$ cat src/design/superio_config_unlock_regs_unit_macros.svh
// ----------------------------------------------------------------------------
// Assertion macros for the super I/O configuration unlock unit
// Property shorthands clocked on clk and disabled while rst is high.
// ----------------------------------------------------------------------------
`ifndef SUPERIO_CONFIG_UNLOCK_REGS_UNIT_MACROS_SVH
`define SUPERIO_CONFIG_UNLOCK_REGS_UNIT_MACROS_SVH

// Same-cycle implication.
`define SIO_ASSERT_NOW(label, ante, cons, msg) \
  label: assert property (@(posedge clk) disable iff (rst) (ante) |-> (cons)) \
    else $error(msg);

// Next-cycle implication.
`define SIO_ASSERT_NEXT(label, ante, cons, msg) \
  label: assert property (@(posedge clk) disable iff (rst) (ante) |=> (cons)) \
    else $error(msg);

`endif

$ cat src/design/sio_unlk_pkg.sv
// ----------------------------------------------------------------------------
// sio_unlk_pkg
// Shared types and constants for the super I/O configuration unlock unit.
// ----------------------------------------------------------------------------
`timescale 1ns / 1ps
`default_nettype none

package sio_unlk_pkg;

  localparam int unsigned NREGS = 15;

  localparam logic [15:0] ADDR_CTL_A = 16'h02fa;
  localparam logic [15:0] ADDR_CTL_B = 16'h03fa;
  localparam logic [7:0]  UNLOCK_KEY = 8'h36;
  localparam logic [7:0]  CHECK_SUM  = 8'hff;
  localparam logic [7:0]  READ_IDLE  = 8'hff;
  localparam logic [3:0]  IDX_EXIT   = 4'hf;
  localparam logic [3:0]  IDX_RES    = 4'h0;
  localparam logic [3:0]  IDX_UART   = 4'h4;
  localparam logic [3:0]  IDX_PRN    = 4'h6;

  // Register 4 values giving a UART base of 0x3f8 and 0x2f8.
  localparam logic [7:0]  UART_PRI   = 8'hfe;
  localparam logic [7:0]  UART_SEC   = 8'hbe;

  // Reset contents of the setting registers, index 0 in the lowest byte.
  localparam logic [NREGS-1:0][7:0] REG_INIT = {
    8'h00, 8'h00, 8'ha0, 8'h00, 8'h00, 8'hb0, 8'h00, 8'h00,
    8'h9e, 8'h00, 8'hfe, 8'h00, 8'h00, 8'h00, 8'h0c
  };

  typedef enum logic {
    REQ_READ  = 1'b0,
    REQ_WRITE = 1'b1
  } req_kind_t;

  typedef struct packed {
    req_kind_t   req_type;
    logic [15:0] io_address;
    logic [7:0]  write_data;
  } in_item_t;

  typedef struct packed {
    logic [7:0]  read_data;
    logic        config_active;
    logic        resource_update;
    logic        uart_valid;
    logic        uart_channel;
    logic [9:0]  uart_base;
    logic        printer_valid;
    logic [9:0]  printer_base;
  } result_t;

endpackage

`default_nettype wire

$ cat src/design/superio_config_unlock_regs_unit.sv
// ----------------------------------------------------------------------------
// superio_config_unlock_regs_unit
// Super I/O configuration unlock sequence and setting register file.
// ----------------------------------------------------------------------------
// Each word on the slave side is one I/O bus access and yields exactly one
// result word on the master side. The unit sustains one word per clock while
// the master side is ready: a word is held in the input register, where the
// unlock sequencer and the register file update their state, and the result
// leaves from the output register. The single state update per cycle in the
// core sets this rate. There is no clearing pass after reset; the unit takes
// words from the first cycle.
`timescale 1ns / 1ps
`default_nettype none
`include "superio_config_unlock_regs_unit_macros.svh"

module superio_config_unlock_regs_unit (
  input  wire logic        clk,
  input  wire logic        rst,
  input  wire logic        s_tvalid,
  output logic             s_tready,
  input  wire logic [23:0] s_tdata,   // io_address[15:0], write_data[23:16]
  input  wire logic        s_tuser,   // req_type (0 read, 1 write)
  output logic             m_tvalid,
  input  wire logic        m_tready,
  output logic [31:0]      m_tdata,   // read_data[7:0], config_active[8],
                                      // uart_valid[9], uart_channel[10],
                                      // uart_base[20:11], printer_valid[21],
                                      // printer_base[31:22]
  output logic             m_tuser    // resource_update
);
  import sio_unlk_pkg::*;

  logic     in_valid;
  in_item_t in_item;
  logic     out_valid;
  result_t  out_res;
  result_t  core_res;
  logic     take;

  assign take     = in_valid && (!out_valid || m_tready);
  assign s_tready = !in_valid || take;

  sio_unlk_core u_core (
    .clk  (clk),
    .rst  (rst),
    .fire (take),
    .item (in_item),
    .res  (core_res)
  );

  always_ff @(posedge clk) begin
    if (rst) begin
      in_valid  <= 1'b0;
      out_valid <= 1'b0;
    end else begin
      if (s_tready) begin
        in_valid <= s_tvalid;
      end
      if (take) begin
        out_valid <= 1'b1;
      end else if (m_tready) begin
        out_valid <= 1'b0;
      end
    end
  end

  always_ff @(posedge clk) begin
    if (s_tvalid && s_tready) begin
      in_item.req_type   <= req_kind_t'(s_tuser);
      in_item.io_address <= s_tdata[15:0];
      in_item.write_data <= s_tdata[23:16];
    end
    if (take) begin
      out_res <= core_res;
    end
  end

  assign m_tvalid = out_valid;
  assign m_tuser  = out_res.resource_update;
  assign m_tdata  = {out_res.printer_base, out_res.printer_valid, out_res.uart_base,
                     out_res.uart_channel, out_res.uart_valid, out_res.config_active,
                     out_res.read_data};

  `SIO_ASSERT_NEXT(a_accept_loads, s_tvalid && s_tready, in_valid, "accepted word not held")
  `SIO_ASSERT_NOW(a_upd_is_write, m_tvalid && m_tuser, m_tdata[7:0] == READ_IDLE, "update on a read")
  `SIO_ASSERT_NOW(a_upd_in_cfg, m_tvalid && m_tuser, m_tdata[8], "update outside config mode")
  `SIO_ASSERT_NOW(a_chan_valid, m_tvalid && m_tdata[10], m_tdata[9], "UART channel without valid")

endmodule

`default_nettype wire

$ cat src/design/sio_unlk_core.sv
// ----------------------------------------------------------------------------
// sio_unlk_core
// Unlock sequencer, index/data port decode and setting register file.
// ----------------------------------------------------------------------------
`timescale 1ns / 1ps
`default_nettype none

module sio_unlk_core (
  input  wire logic                  clk,
  input  wire logic                  rst,
  input  wire logic                  fire,
  input  wire sio_unlk_pkg::in_item_t item,
  output sio_unlk_pkg::result_t      res
);
  import sio_unlk_pkg::*;

  typedef enum logic [2:0] {
    ST_WAIT_KEY   = 3'd0,
    ST_WAIT_CPL   = 3'd1,
    ST_WAIT_MAGIC = 3'd2,
    ST_WAIT_BASE  = 3'd3,
    ST_WAIT_CHECK = 3'd4
  } step_t;

  step_t                   step, step_next;
  logic [7:0]              expect_cpl, expect_cpl_next;
  logic [7:0]              base_byte, base_byte_next;
  logic                    cfg_mode, cfg_mode_next;
  logic [3:0]              sel_idx, sel_idx_next;
  logic [NREGS-1:0][7:0]   regs;

  logic       is_write;
  logic       hit_a, hit_b, ctl_port, advance;
  logic       mode_mid;
  logic       hit_idx_old, hit_dat_old, hit_idx, hit_dat;
  logic       reg_we, upd;
  logic [7:0] rd;
  logic [7:0] val;
  logic [7:0] sum;

  always_comb begin
    is_write = (item.req_type == REQ_WRITE);
    val      = item.write_data;
    hit_a    = (item.io_address == ADDR_CTL_A);
    hit_b    = (item.io_address == ADDR_CTL_B);
    ctl_port = hit_a || hit_b;
    sum      = base_byte + val;

    hit_idx_old = (item.io_address == {6'd0, base_byte, 2'b00});
    hit_dat_old = (item.io_address == {6'd0, base_byte, 2'b01});

    // Read path works on the state as it stands.
    rd = READ_IDLE;
    if (!is_write && cfg_mode) begin
      if (hit_idx_old) begin
        rd = {4'd0, sel_idx};
      end else if (hit_dat_old) begin
        rd = (sel_idx == IDX_EXIT) ? base_byte : regs[sel_idx];
      end
    end

    expect_cpl_next = expect_cpl;
    base_byte_next  = base_byte;
    mode_mid        = cfg_mode;
    advance         = 1'b0;
    if (is_write && hit_a) begin
      if (step == ST_WAIT_KEY) begin
        advance         = 1'b1;
        expect_cpl_next = ~val;
      end else if (step == ST_WAIT_CHECK) begin
        mode_mid = (sum == CHECK_SUM);
      end
    end else if (is_write && hit_b) begin
      if (step == ST_WAIT_CPL && val == expect_cpl) begin
        advance = 1'b1;
      end else if (step == ST_WAIT_MAGIC && val == UNLOCK_KEY) begin
        advance = 1'b1;
      end else if (step == ST_WAIT_BASE) begin
        base_byte_next = val;
        advance        = 1'b1;
      end
    end

    // Port decode for writes follows a base byte written by this same word.
    hit_idx = (item.io_address == {6'd0, base_byte_next, 2'b00});
    hit_dat = (item.io_address == {6'd0, base_byte_next, 2'b01});

    cfg_mode_next = mode_mid;
    sel_idx_next  = sel_idx;
    reg_we        = 1'b0;
    upd           = 1'b0;
    if (is_write && mode_mid) begin
      if (hit_idx) begin
        sel_idx_next = val[3:0];
      end else if (hit_dat) begin
        if (sel_idx == IDX_EXIT) begin
          cfg_mode_next = 1'b0;
        end else begin
          reg_we = 1'b1;
          upd    = (sel_idx == IDX_RES);
        end
      end
    end

    step_next = step;
    if (is_write && ctl_port) begin
      step_next = ST_WAIT_KEY;
      if (advance) begin
        unique case (step)
          ST_WAIT_KEY:   step_next = ST_WAIT_CPL;
          ST_WAIT_CPL:   step_next = ST_WAIT_MAGIC;
          ST_WAIT_MAGIC: step_next = ST_WAIT_BASE;
          ST_WAIT_BASE:  step_next = ST_WAIT_CHECK;
          default:       step_next = ST_WAIT_KEY;
        endcase
      end
    end else if (is_write && cfg_mode && (hit_idx || hit_dat)) begin
      step_next = ST_WAIT_KEY;
    end

    // Resource report; the word just written is the new register 0.
    res                 = '0;
    res.read_data       = rd;
    res.config_active   = is_write ? cfg_mode_next : cfg_mode;
    res.resource_update = upd;
    if (upd) begin
      res.uart_valid    = val[2] && (regs[IDX_UART] == UART_PRI ||
                                     regs[IDX_UART] == UART_SEC);
      res.uart_channel  = val[2] && (regs[IDX_UART] == UART_SEC);
      res.uart_base     = {regs[IDX_UART], 2'b00};
      res.printer_valid = val[3];
      res.printer_base  = {regs[IDX_PRN], 2'b00};
    end
  end

  always_ff @(posedge clk) begin
    if (rst) begin
      step       <= ST_WAIT_KEY;
      expect_cpl <= '0;
      base_byte  <= '0;
      cfg_mode   <= 1'b0;
      sel_idx    <= '0;
      regs       <= REG_INIT;
    end else if (fire) begin
      step       <= step_next;
      expect_cpl <= expect_cpl_next;
      base_byte  <= base_byte_next;
      cfg_mode   <= cfg_mode_next;
      sel_idx    <= sel_idx_next;
      if (reg_we) begin
        regs[sel_idx] <= val;
      end
    end
  end

endmodule

`default_nettype wire

$ cat config.mk
export PLATFORM = sky130hd
export DESIGN_NAME = superio_config_unlock_regs_unit
export DESIGN_NICKNAME = d
export VERILOG_FILES = /design/src/design/sio_unlk_pkg.sv /design/src/design/superio_config_unlock_regs_unit.sv /design/src/design/sio_unlk_core.sv
export VERILOG_INCLUDE_DIRS = /design/src /design/src/design
export SDC_FILE = /design/constraint.sdc
export NUM_CORES = 1
export LEC_CHECK = 0
export BUFFER_PORTS_ARGS = -buffer_cell sky130_fd_sc_hd__clkbuf_2
export CORE_ASPECT_RATIO = 1.5
export CORE_MARGIN = 2
export CORE_UTILIZATION = 55
export DETAILED_ROUTE_END_ITERATION = 16
export PLACE_DENSITY = 0.71
export SLEW_MARGIN = 20
export SYNTH_ARGS = -nofsm -noshare
export SYNTH_HDL_FRONTEND = slang
export SYNTH_SLANG_ARGS = --single-unit
$ cat constraint.sdc
create_clock -name clk -period 4.4 [get_ports clk]
set_clock_uncertainty 0.1 [all_clocks]
set_input_delay 1.32 -clock clk [delete_from_list [all_inputs] [get_ports clk]]
set_output_delay 1.32 -clock clk [all_outputs]
set_load 0.1 [all_outputs]
==> run_results.csv <==
group,metric,value,unit
status,status,"finished clean",
timing,hold_viol_final,0,
clocking,ctsHtreeMaxLevel,4,
timing,final_max_slew_viol_count,0,
setup_path,cpPeakStageDelay,0.60,ns
setup_path,slowest_stage,"or4_4",
synthesis,synth.top_cell.area_share,30.1,%
job,cap_violations,0,
synthesis,synth_top_cell_by_area,"dfxtp_1",
power_and_ir_drop,vdd_ir_drop_max,0.335,mV
routing,vias,6755,
routing,drt-vias-per-instance,6.07,
placed_design,port_buffers,59,
timing,finalCriticalPeriod,3.72,ns
finish,n_antenna_cell,0,
clocking,cts_setup_buffers,0,
grt,overflow,0,
synthesis,yosys_most_used_dff,"dfxtp_1",
grt,grt_max_degree,73,
clocking,clock_latency,0.44,ns
floorplan,die_h,167,um
synthesis,avgSynthCellArea,11.3,sq um
clocking,cts.sinks,200,
finish,post-route-cell-area,10500,sq um
timing,rsz0062_at_grt,"no",
clocking,post_cts_resized,0,
finish,nFillCells,1425,
timing,fin_crit_sh,84.4,%
timing,tightest_slew,1.05,ns
floorplan,num_rows,59,
floorplan,fp.dieW,112,um
synthesis,synth_area_leaders,"dfxtp_1 (30%), edfxtp_1 (17%), mux2i_1 (12%)",
synthesis,seq_area_frac_synth,46.8,%
clocking,cts.reportedPaths.clkPinSlew,0.07,ns
synthesis,synthTopCellsByCount,"dfxtp_1 (146), mux2i_1 (116), nand2b_1 (84)",
finish,final_cells,1113,
floorplan,start_util,56.0,%
synthesis,async_flop_share,0,%
clocking,cts_tree,"built",
timing,fmaxAchievable,0.269,GHz
grt,grt_pass1_wl,37.8,mm
setup_path,critPathRequiredTime,4.60,ns
routing,routed_wl,23.9,mm
setup_path,arrival,3.91,ns
setup_path,cpLargestDelayFamily,"simple AND/OR/NAND/NOR gates",
synthesis,syn_area,9710,sq um
timing,relSlewSlack,30.0,%
synthesis,synth_cell_types,74,
floorplan,core_area,17300,sq um
setup_path,cp.depth,9,
setup_path,crit_type,"flip-flop to flip-flop",
floorplan,io_pins,64,
placed_design,gp_congestion,0.908,
clocking,cts_hold_buffers,0,
setup_path,rr_worst_depth,9,
setup_path,cp_max_fo,21,
power_and_ir_drop,p_leak,4.20,nW
timing,setup_viol,0,
finish,nets,924,
synthesis,yosys_warnings,0,
placed_design,post_dp_cell_area,9950,sq um
timing,finalSetupTns,0,ns
finish,drive_gt1_share,18.6,%
clocking,cts_buffers,17,
routing,first_pass_iters,5,
synthesis,synth_seq_cells,200,
routing,drt_iter0_markers,634,
grt,grt.total_usage,26.0,%
setup_path,crit_chain,"or4_4 -> or3_4 -> nor3_4 -> nand3_1 -> a2bb2oi_2 -> buf_4 -> nand4_1 -> nand3b_1 -> o21ai_0",
synthesis,synth-edff-count,54,
hold_path,hold_path_class,"flip-flop to flip-flop",
routing,route.detailed.drc,0,
setup_path,cp-end-kind,"flip-flop",
floorplan,die-area,18800,sq um
synthesis,postSynthCellCount,859,
grt,antenna_found_initial,0,
routing,ant_nets,0,
clocking,clockRootBuffer,"clkbuf_16",
finish,area_delta_synth_final,8.62,%
synthesis,synth.most_common_cell,"dfxtp_1",
routing,post_drt_wl_per_cell,21.5,um
placed_design,dp.cells,1081,
clocking,clk_path_buf_depth,2,
setup_path,crit_buf_inv,1,
setup_path,start_kind,"flip-flop",
power_and_ir_drop,powerDensity,353,nW/um^2
grt,grt_pass1_vias,6931,
placed_design,place_hpwl,16.9,mm
timing,timing.hold.ws,0.373,ns
hold_path,hold_depth,2,
-- sequential cells by signal, indices dropped and copies added, names as in the netlist --
name               flops
u_core.base_byte       8
m_tvalid               1
u_core.regs          120
m_tuser                1
u_core.cfg_mode        1
in_item               25
in_valid               1
u_core.sel_idx         4
m_tdata               28
u_core.expect_cpl      8
u_core.step            3
-- per-layer routing --
metal  GRT usage [%]  share of wire (%)
met1            30.3                 39
met2            45.1                 52
met3            5.02                4.6
met4            13.8                5.0
met5               0                  0
-- final cells by class --
cell class | count | area (sq um) | area share (%)
clock inverter | 11 | 114 | 1.08
multi-input combinational | 584 | 4710 | 44.7
inverter | 16 | 60.1 | 0.569
timing repair buffer | 68 | 365 | 3.46
tap | 213 | 267 | 2.53
clock buffer | 21 | 482 | 4.57
sequential | 200 | 4550 | 43.1
-- per-stage QoR --
step                power (mW)  util [%]  setup slack (ns)
floorplan                 2.16         -             0.781
global placement          2.21      57.4             0.786
detailed placement        2.21      57.4             0.728
CTS                       3.75      60.8             0.698
global route              3.83      60.8             0.503
finish                    3.73      60.8             0.684
-- cell usage in the layout (no fill, tap or decap), drive strengths merged, types with 10 or more instances in the layout --
master  netlist  final
a21oi        22     22
nand3b       20     20
xnor2        12     12
o21ai        31     31
edfxtp       54     54
nand2b       84     84
nor3         17     17
buf          21     10
mux4         32     32
inv          16     19
nor2         58     58
or2b         11     11
mux2i       116    116
nand3        26     26
and2         21     21
dfxtp       146    146
nor4         10     10
nand2        36     36
clkbuf       38     79
-- final timing paths --
kind,slack (ns),startpoint,endpoint
worst max-delay path,0.68,in_item[19]$_DFFE_PP_,u_core.regs[117]$_SDFFE_PP0P_
worst min register to register,0.37,u_core.regs[97]$_SDFFE_PP0P_,u_core.regs[97]$_SDFFE_PP0P_
worst max register to register,0.68,in_item[19]$_DFFE_PP_,u_core.regs[117]$_SDFFE_PP0P_
worst min-delay path,0.37,u_core.regs[97]$_SDFFE_PP0P_,u_core.regs[97]$_SDFFE_PP0P_
-- where the power goes --
| group | leakage, nW | switching, mW | internal [mW] |
|---|---|---|---|
| registers | 1.65 | 0.0270 | 1.91 |
| logic | 2.25 | 0.177 | 0.0548 |
| clock network | 0.296 | 0.700 | 0.855 |
| total | 4.20 | 0.904 | 2.82 |
-- logic make-up after synthesis --
group | after synthesis | synth area share [%]
XOR/XNOR | 21 | 1.89
adder cells (fa/ha/maj) | 8 | 1.11
flip-flops | 200 | 46.8
other | 1 | 0.0386
buffers and inverters | 78 | 4.84
multiplexers | 148 | 19.4
AO/OA/AOI/OAI | 83 | 5.66
AND/OR/NAND/NOR | 320 | 20.3
-- tightest hold or removal path, stage by stage, from the launching register on --
cell,delay (ns)
dfxtp_1,0.31
nand2b_1,0.06
mux2i_1,0.05
(Power assumes the default switching activity.)
